**config.mk**
```make
export PLATFORM = sky130hd
export DESIGN_NAME = comparator_offset_trim_search_top
export DESIGN_NICKNAME = d
export VERILOG_FILES = /design/src/rtl/ctrim_pkg.sv /design/src/rtl/comparator_offset_trim_search_top.sv
export VERILOG_INCLUDE_DIRS = /design/src /design/src/rtl
export SDC_FILE = /design/constraint.sdc
export NUM_CORES = 1
export LEC_CHECK = 0
export ABC_AREA = 1
export ABC_CLOCK_PERIOD_IN_PS = 3850
export BUFFER_PORTS_ARGS = -buffer_cell sky130_fd_sc_hd__buf_4
export CELL_PAD_IN_SITES_DETAIL_PLACEMENT = 1
export CELL_PAD_IN_SITES_GLOBAL_PLACEMENT = 2
export CORE_MARGIN = 1
export CORE_UTILIZATION = 37
export CTS_BUF_LIST = sky130_fd_sc_hd__clkbuf_2
export DETAILED_ROUTE_END_ITERATION = 7
export GPL_TIMING_DRIVEN = 0
export PLACE_DENSITY_LB_ADDON = 0.2
export SYNTH_ARGS = -nofsm -noshare
export SYNTH_HDL_FRONTEND = slang
export SYNTH_SLANG_ARGS = --single-unit
```
**constraint.sdc**
```tcl
create_clock -name clk -period 3.85 [get_ports clk]
set_clock_uncertainty 0.1 [all_clocks]
set_input_delay 0.77 -clock clk [delete_from_list [all_inputs] [get_ports clk]]
set_output_delay 0.77 -clock clk [all_outputs]
set_load 0.01 [all_outputs]
```
**src/rtl/assert_macros.svh**
```systemverilog
`ifndef ASSERT_MACROS_SVH
`define ASSERT_MACROS_SVH

// same-cycle implication, checked out of reset
`define CTRIM_ASSERT_IMPL(label, ante, cons, msg) \
  label: assert property (@(posedge clk) disable iff (!rst_n) (ante) |-> (cons)) \
    else $error(msg);

// next-cycle implication, checked out of reset
`define CTRIM_ASSERT_NEXT(label, ante, cons, msg) \
  label: assert property (@(posedge clk) disable iff (!rst_n) (ante) |=> (cons)) \
    else $error(msg);

`endif

```
**src/rtl/ctrim_pkg.sv**
```systemverilog
`timescale 1ns / 1ps

package ctrim_pkg;

  localparam int unsigned TRIM_BITS = 3;
  localparam logic [TRIM_BITS-1:0] TRIM_MAX = {TRIM_BITS{1'b1}};
  localparam logic [TRIM_BITS-1:0] TRIM_ZERO = '0;

  typedef enum logic {
    OP_START  = 1'b0,
    OP_SAMPLE = 1'b1
  } opcode_t;

  typedef enum logic [2:0] {
    PH_IDLE     = 3'd0,
    PH_SIGN     = 3'd1,
    PH_RESAMPLE = 3'd2,
    PH_UP       = 3'd3,
    PH_REF_HIGH = 3'd4,
    PH_DOWN     = 3'd5
  } phase_t;

  typedef struct packed {
    logic opcode;
    logic cmp_out;
  } in_item_t;

  typedef struct packed {
    logic [TRIM_BITS-1:0] trim_code;
    logic                 trim_positive;
    logic                 cal_enable;
    logic                 done_res;
  } out_item_t;

endpackage

```
**src/rtl/comparator_offset_trim_search_top.sv**
```systemverilog
`timescale 1ns / 1ps
// Comparator offset auto-trim sequencer.
// in_*  : one beat per command: opcode start (0) or settled comparator sample
//         (1) with cmp_out. A start restarts calibration at code 0; a sample
//         while idle is dropped and gives no beat.
// out_* : one beat per accepted command (except an idle sample) carrying the
//         trim code and sign to apply now, cal_enable, and done_res on the
//         final averaged code.
// cfg_* : one-bit write of resample_after_sign, always ready; write it only
//         while no command is in flight.
// A result beat is registered twice after its command is accepted: input
// register, then result register. One command per cycle while out_ready
// is not held low, set by the single state update between the two registers.
// A stalled out_ready holds the result register; the input register can still
// take one beat if empty, after which in_ready drops until out_ready returns.
// Reset (rst_n low, synchronous) empties both registers, returns to idle and
// clears the reference, sign, sweep and flip codes and the config bit.
`include "assert_macros.svh"

module comparator_offset_trim_search_top (
  input  logic                  clk,
  input  logic                  rst_n,
  input  logic                  in_valid,
  output logic                  in_ready,
  input  ctrim_pkg::in_item_t   in_data,
  output logic                  out_valid,
  input  logic                  out_ready,
  output ctrim_pkg::out_item_t  out_data,
  input  logic                  cfg_valid,
  output logic                  cfg_ready,
  input  logic                  cfg_data
);

  logic                           resample_r;
  logic                           s1_valid_r;
  ctrim_pkg::in_item_t            s1_data_r;
  logic                           out_valid_r;
  ctrim_pkg::out_item_t           out_data_r;
  ctrim_pkg::phase_t              phase_r, phase_nxt;
  logic                           ref_r, ref_nxt;
  logic                           sign_r, sign_nxt;
  logic [ctrim_pkg::TRIM_BITS-1:0] sweep_r, sweep_nxt;
  logic [ctrim_pkg::TRIM_BITS-1:0] low_flip_r, low_flip_nxt;
  logic                           s1_adv;
  logic                           has_res;
  ctrim_pkg::out_item_t           res;
  logic                           diff;
  logic [ctrim_pkg::TRIM_BITS:0]  flip_sum;

  assign s1_adv    = s1_valid_r && (!out_valid_r || out_ready);
  assign in_ready  = !s1_valid_r || s1_adv;
  assign cfg_ready = 1'b1;
  assign out_valid = out_valid_r;
  assign out_data  = out_data_r;

  assign diff     = s1_data_r.cmp_out != ref_r;
  assign flip_sum = {1'b0, low_flip_r} + {1'b0, sweep_r};

  // next state
  always_comb begin
    phase_nxt    = phase_r;
    ref_nxt      = ref_r;
    sign_nxt     = sign_r;
    sweep_nxt    = sweep_r;
    low_flip_nxt = low_flip_r;
    if (s1_data_r.opcode == ctrim_pkg::OP_START) begin
      phase_nxt    = ctrim_pkg::PH_SIGN;
      sweep_nxt    = ctrim_pkg::TRIM_ZERO;
      low_flip_nxt = ctrim_pkg::TRIM_ZERO;
    end else begin
      unique case (phase_r)
        ctrim_pkg::PH_SIGN: begin
          ref_nxt   = s1_data_r.cmp_out;
          sign_nxt  = !s1_data_r.cmp_out;
          sweep_nxt = ctrim_pkg::TRIM_ZERO;
          phase_nxt = resample_r ? ctrim_pkg::PH_RESAMPLE : ctrim_pkg::PH_UP;
        end
        ctrim_pkg::PH_RESAMPLE: begin
          ref_nxt   = s1_data_r.cmp_out;
          sweep_nxt = ctrim_pkg::TRIM_ZERO;
          phase_nxt = ctrim_pkg::PH_UP;
        end
        ctrim_pkg::PH_UP: begin
          if (diff || sweep_r == ctrim_pkg::TRIM_MAX) begin
            low_flip_nxt = diff ? sweep_r : ctrim_pkg::TRIM_ZERO;
            sweep_nxt    = ctrim_pkg::TRIM_MAX;
            phase_nxt    = ctrim_pkg::PH_REF_HIGH;
          end else begin
            sweep_nxt = sweep_r + 1'b1;
          end
        end
        ctrim_pkg::PH_REF_HIGH: begin
          ref_nxt   = s1_data_r.cmp_out;
          sweep_nxt = ctrim_pkg::TRIM_MAX;
          phase_nxt = ctrim_pkg::PH_DOWN;
        end
        ctrim_pkg::PH_DOWN: begin
          if (diff || sweep_r == ctrim_pkg::TRIM_ZERO) begin
            phase_nxt = ctrim_pkg::PH_IDLE;
          end else begin
            sweep_nxt = sweep_r - 1'b1;
          end
        end
        default: begin
          phase_nxt = ctrim_pkg::PH_IDLE;
        end
      endcase
    end
  end

  // result
  always_comb begin
    has_res           = 1'b1;
    res.trim_code     = sweep_nxt;
    res.trim_positive = sign_nxt;
    res.cal_enable    = 1'b1;
    res.done_res      = 1'b0;
    if (s1_data_r.opcode == ctrim_pkg::OP_SAMPLE) begin
      unique case (phase_r)
        ctrim_pkg::PH_SIGN, ctrim_pkg::PH_RESAMPLE, ctrim_pkg::PH_UP,
        ctrim_pkg::PH_REF_HIGH: begin
          has_res = 1'b1;
        end
        ctrim_pkg::PH_DOWN: begin
          if (diff || sweep_r == ctrim_pkg::TRIM_ZERO) begin
            res.trim_code  = diff ? flip_sum[ctrim_pkg::TRIM_BITS:1] : low_flip_r;
            res.cal_enable = 1'b0;
            res.done_res   = 1'b1;
          end
        end
        default: begin
          has_res = 1'b0;
        end
      endcase
    end
  end

  always_ff @(posedge clk) begin
    if (!rst_n) begin
      resample_r  <= 1'b0;
      s1_valid_r  <= 1'b0;
      out_valid_r <= 1'b0;
      phase_r     <= ctrim_pkg::PH_IDLE;
      ref_r       <= 1'b0;
      sign_r      <= 1'b0;
      sweep_r     <= '0;
      low_flip_r  <= '0;
    end else begin
      if (cfg_valid && cfg_ready) begin
        resample_r <= cfg_data;
      end
      if (in_ready) begin
        s1_valid_r <= in_valid;
      end
      out_valid_r <= (out_valid_r && !out_ready) || (s1_adv && has_res);
      if (s1_adv) begin
        phase_r    <= phase_nxt;
        ref_r      <= ref_nxt;
        sign_r     <= sign_nxt;
        sweep_r    <= sweep_nxt;
        low_flip_r <= low_flip_nxt;
      end
    end
  end

  always_ff @(posedge clk) begin
    if (in_valid && in_ready) begin
      s1_data_r <= in_data;
    end
    if (s1_adv && has_res) begin
      out_data_r <= res;
    end
  end

  `CTRIM_ASSERT_IMPL(a_done_ends_cal, out_valid_r && out_data_r.done_res,
    !out_data_r.cal_enable, "final code beat still has calibration enabled")

  `CTRIM_ASSERT_NEXT(a_done_to_idle, s1_adv && has_res && res.done_res,
    phase_r == ctrim_pkg::PH_IDLE, "sequencer not idle after final code")

  `CTRIM_ASSERT_NEXT(a_start_result, s1_adv && s1_data_r.opcode == ctrim_pkg::OP_START,
    out_valid_r && out_data_r.trim_code == ctrim_pkg::TRIM_ZERO && out_data_r.cal_enable,
    "start beat did not apply code zero in calibration mode")

  `CTRIM_ASSERT_NEXT(a_accept_loads, in_valid && in_ready,
    s1_valid_r, "accepted beat lost before the input register")

endmodule
```
-- Word level (Yosys, flattened, before mapping)
Index checks and enable logic that the tools add are counted.
- register bits after elaboration: 22
- input port bits: 8
- output and inout bits: 9
- add/subtract/negate cells: 3
- equal/unequal tests: 11
- multiplexer cells: 22
- reduce and logical (&&, ||, !) cells: 21
- operators with widths (operator ; count):
    $mux 3 ; 14
    $pmux 3 s5 ; 1
    $pmux 3 s4 ; 1
    $eq 3x3->1 const B ; 3
    $reduce_and 3->1 ; 3
    $eq 3x2->1 const B ; 2
    $ne 3x3->1 const B ; 2
    $logic_or 1x1->1 ; 5
    $mux 1 ; 5
    $reduce_or 5->1 ; 1
    $add 3x3->4 ; 1
    $logic_and 1x1->1 ; 4
    $logic_not 1->1 ; 4
    $ne 2x1->1 const B ; 2
    $add 3x1->3 const B ; 1
    $eq 3x1->1 const B ; 1
    $logic_not 3->1 ; 1
    $reduce_or 3->1 ; 1
    $sub 3x1->3 const B ; 1
    $mux 2 ; 1
    $reduce_and 2->1 ; 1
    $reduce_or 2->1 ; 1
    $ne 1x1->1 ; 1

-- Logic depth before layout (Yosys ltp)
- depth in word-level cells: 8
- depth in mapped cells: 11
- gate-level depth less buffers: 11

-- Worst setup path after synthesis
Ideal clock, no wire load.
- path kind: input -> register
- from: input out_ready
- to: register out_data_r (netlist bit out_data[0]) (enable)
- data arrival time: 1470 ps
- data required time: 3436 ps
- path slack: 1966 ps
- stages on the path: 7
- buffers on the path: 1
- cell sequence: inv_1 > nand2_1 > nand2_1 > inv_1 > buf_2 > o21ai_0 > inv_1
- longest elaborated chain between the ends: 3
- RTL lines (what ; RTL line ; text):
    start: declaration ; comparator_offset_trim_search_top.sv:27 ; input logic out_ready,
    $logic_or 1x1->1 ; comparator_offset_trim_search_top.sv:50 ; assign s1_adv = s1_valid_r && (!out_valid_r || out_ready);
    $logic_and 1x1->1 ; comparator_offset_trim_search_top.sv:50 ;
    $logic_and 1x1->1 ; comparator_offset_trim_search_top.sv:170 ; if (s1_adv && has_res) begin
    end signal: assignment ; comparator_offset_trim_search_top.sv:171 ; out_data_r <= res;
    end: declaration ; comparator_offset_trim_search_top.sv:38 ; ctrim_pkg::out_item_t out_data_r;
Every way passes these cells.
A chain may end at the register's enable or synchronous reset.

-- Worst setup path after layout
- from: input out_ready
- to: output in_ready
- longest elaborated chain between the ends: 3
- RTL lines (what ; RTL line ; text):
    $logic_or 1x1->1 ; comparator_offset_trim_search_top.sv:50 ;
    $logic_and 1x1->1 ; comparator_offset_trim_search_top.sv:50 ;
    $logic_or 1x1->1 ; comparator_offset_trim_search_top.sv:51 ; assign in_ready = !s1_valid_r || s1_adv;
    end: declaration ; comparator_offset_trim_search_top.sv:24 ; output logic in_ready,
Every way passes these cells.

==> run summary <==
Route
* **via count normalized by instance count** 4.94
* **number of antenna-violating nets in the routed design** 0
* **final wirelength** 3330 um
* **mean routed wirelength per cell** 13.2 um
* **DRC violation count after routing** 0
* **number of optimization iterations in the first detailed-route pass** 4
* **detailed router's first-iteration violation count** 35
* **via count of the routed design** 1246

Power and ir drop
* **power density over cell area** 340 nW/um2
* **largest voltage drop on the vdd net** 0.000159 V
* **Overall Power** 0.000548 W
* **leakage power summed over all cells** 0.776 nW

Clock network
* **number of clock sinks** 22
* **register clock-pin slew on the reported worst setup and hold paths** 230 ps
* **Max H-tree Level** 1
* **number of gates resized after cts** 0
* **clock insertion delay at the later pin of the skew report** 350 ps
* **root buffer selected by CTS** sky130_fd_sc_hd__clkbuf_2
* **buffers from clock root to sink, at most** 2
* **Num CTS Buffers** 3
* **hold-fix buffer count after cts** 0
* **buffers inserted during post-CTS setup optimization** 0
* **clock tree from TritonCTS** built

Floorplanning
* **DIE HEIGHT** 63.5 um
* **num rows** 21
* **starting density of the core** 0.403
* **core region area** 3470 um2
* **Die X** 63.5 um
* **DIE AREA** 4030 um2
* **Boundary Pins** 17

Worst setup path
* **CP startpoint kind** input pin
* **CP Buf/Inv Count** 3
* **endpoint type of the worst setup path** output port
* **cell occurring most often along the worst timing path** sky130_fd_sc_hd__buf_4
* **data required time at the worst endpoint** 2980 ps
* **kind of critical path** in -> out
* **critical path startpoint** out_ready
* **peak fanout along the critical path** 3
* **Reg2Reg Depth** 9
* **slowest stage delay, CP** 170 ps
* **Crit. path cell count** 4
* **startpoint of the worst-slack reg-to-reg timing path** sweep_r[1]$_SDFFE_PN0P_
* **cell breakdown of the critical path** buf_4, inv_1, nand3_1, buf_4
* **slowest stage cell on the critical path** sky130_fd_sc_hd__buf_4
* **critical path's top delay family** buffers and inverters
* **data arrival time of the critical path** 1210 ps

Synthesis
* **synthesized instance count** 187
* **sequential area share after synthesis** 0.372
* **area share of the largest cell type after synthesis** 0.201
* **total number of yosys warnings** 0
* **ys flop type** sky130_fd_sc_hd__dfxtp_1
* **Post-Synthesis Cell Area** 1400 um2
* **number of distinct library cell variants in the gate-level netlist after synthesis** 26
* **Synthesized Nets** 202
* **cell accounting for the most synthesized area** sky130_fd_sc_hd__dfxtp_1
* **leading cell type by number of instances after synthesis** sky130_fd_sc_hd__nand2_1
* **number of flops mapped to enable cells by yosys** 8
* **Post-synth ARST share** 0
* **top cell types by occurrence after synthesis** sky130_fd_sc_hd__nand2_1, sky130_fd_sc_hd__inv_1, sky130_fd_sc_hd__o21ai_0
* **top post-synthesis cells by area** sky130_fd_sc_hd__dfxtp_1, sky130_fd_sc_hd__edfxtp_1, sky130_fd_sc_hd__nand2_1, sky130_fd_sc_hd__inv_1, sky130_fd_sc_hd__o21ai_0
* **Post-Synthesis Mean Instance Area** 7.47 um2
* **count of state elements after synthesis** 22

Place
* **area after detailed placement** 1570 um2
* **post-DP HPWL** 2670 um
* **Placer Congestion** 0.810
* **cell count after placement** 248
* **number of buffer cells added on primary ports** 15

GRT
* **combined global-route utilization of all metal layers** 0.186
* **overall overflow remaining after global route** 0
* **vias in the first global route** 1345
* **antenna violations before repair** 0
* **wire length of the first global-routing pass** 5870 um
* **pin count of the biggest net entering global routing** 14

Run
* **number of violations of the max-capacitance limit** 0

Timing
* **final count of hold timing violations** 0
* **Min Clock Period, post-route** 2080 ps
* **Final Max Tran Viols** 0
* **Achievable Freq** 481 MHz
* **setup repair after global routing missed its margin** false
* **Min Hold Slack** 412 ps
* **TNS Setup** 0 ps
* **final critical-path share of the clock period** 0.540
* **final setup violating endpoints** 0

Worst hold path
* **Min-Delay Path Depth** 2
* **path class of the lowest-slack min-delay path** reg -> reg
* **min-delay src** ref_r$_SDFFE_PN0P_

Cells and area
* **area taken by multi-input logic gates** 693 um2
* **Layout Cells excl Fill** 252
* **fraction of layout instances using a drive strength above 1** 0.194
* **final design area excluding fillers** 1610 um2
* **Net count, final** 222
* **Antenna Cells** 0
* **register area** 520 um2
* **number of fill cells in the layout** 458
* **layout-stage area growth over the synthesis result** 15.4%

Run status
* **outcome** finished clean

==> through the flow <==
| step | utilization | setup WS (ps) |
|---|---|---|
| final | 0.465 | 1770 |
| after global placement | 0.452 | 1700 |
| after global routing | 0.465 | 1710 |
| after CTS | 0.465 | 1770 |
| after floorplan | - | 1970 |
| after detailed placement | 0.452 | 1600 |
==> metal layers <==
layer	global-route usage	share of wire	vias to the layer above	wire length [um]
met5	0	0	-	0
met4	0.0483	0.0096	0	32
met3	0.0217	0.027	4	89
met2	0.340	0.52	17	1730
met1	0.226	0.44	591	1480
li1	-	-	634	-
==> where the power goes <==
| part | total [W] | leakage (nW) | switching [W] | internal [W] |
|---|---|---|---|---|
| Sequential | 0.000267 | 0.186 | 0.0000119 | 0.000255 |
| Clock | 0.000168 | 0.0266 | 0.0000783 | 0.0000895 |
| Combinational | 0.000114 | 0.564 | 0.0000700 | 0.0000439 |
==> tightest hold or removal path, delay by kind of cell (launching register included) <==
kind	cells	cell delay, ps
compound gates	1	60
buf+inv	1	70
flops	1	370
==> sequential cells by signal (all words and copies together), names as in the netlist <==
register	cells
low_flip_r	3
out_data	6
s1_valid_r	1
resample_r	1
s1_data_r	2
sign_r	1
ref_r	1
out_valid	1
phase_r	3
sweep_r	3
==> layout by cell type (no fill, tap or decap), types with 2 or more instances in the layout <==
cell type,netlist,routed
sky130_fd_sc_hd__a21oi_1,17,17
sky130_fd_sc_hd__buf_4,2,17
sky130_fd_sc_hd__clkbuf_2,0,3
sky130_fd_sc_hd__dfxtp_1,14,14
sky130_fd_sc_hd__edfxtp_1,8,8
sky130_fd_sc_hd__ha_1,6,6
sky130_fd_sc_hd__inv_1,28,28
sky130_fd_sc_hd__inv_2,6,6
sky130_fd_sc_hd__nand2_1,34,34
sky130_fd_sc_hd__nand2_2,3,3
sky130_fd_sc_hd__nand2_4,2,2
sky130_fd_sc_hd__nand3_1,17,17
sky130_fd_sc_hd__nor2_1,15,15
sky130_fd_sc_hd__nor2_4,2,2
sky130_fd_sc_hd__o21ai_0,21,21
==> cell type report <==
cell class / instances / share of cell area
clock buffers: 3 / 0.00931
plain buffers: 5 / 0.0349
inverters: 34 / 0.0791
multi-input cells: 126 / 0.430
repair buffers: 15 / 0.0698
well taps: 46 / 0.0357
flip-flops and latches: 22 / 0.323
clock inverters: 1 / 0.0186
==> path summary, 6_finish.rpt <==
kind	endpoint	slack (ps)
setup / recovery	in_ready	1770
hold / removal	ref_r$_SDFFE_PN0P_	410
setup reg to reg	out_data[4]$_DFFE_PP_	1950
hold reg to reg	ref_r$_SDFFE_PN0P_	410
==> logic make-up after synthesis <==
group | after synthesis | share of synthesized area
AND/OR/NAND/NOR | 78 | 0.278
buffers and inverters | 39 | 0.132
XOR/XNOR | 1 | 0.00627
flip-flops | 22 | 0.372
AO/OA/AOI/OAI | 39 | 0.141
adder cells (fa/ha/maj) | 7 | 0.0680
other | 1 | 0.00268
(Power assumes the default switching activity.)
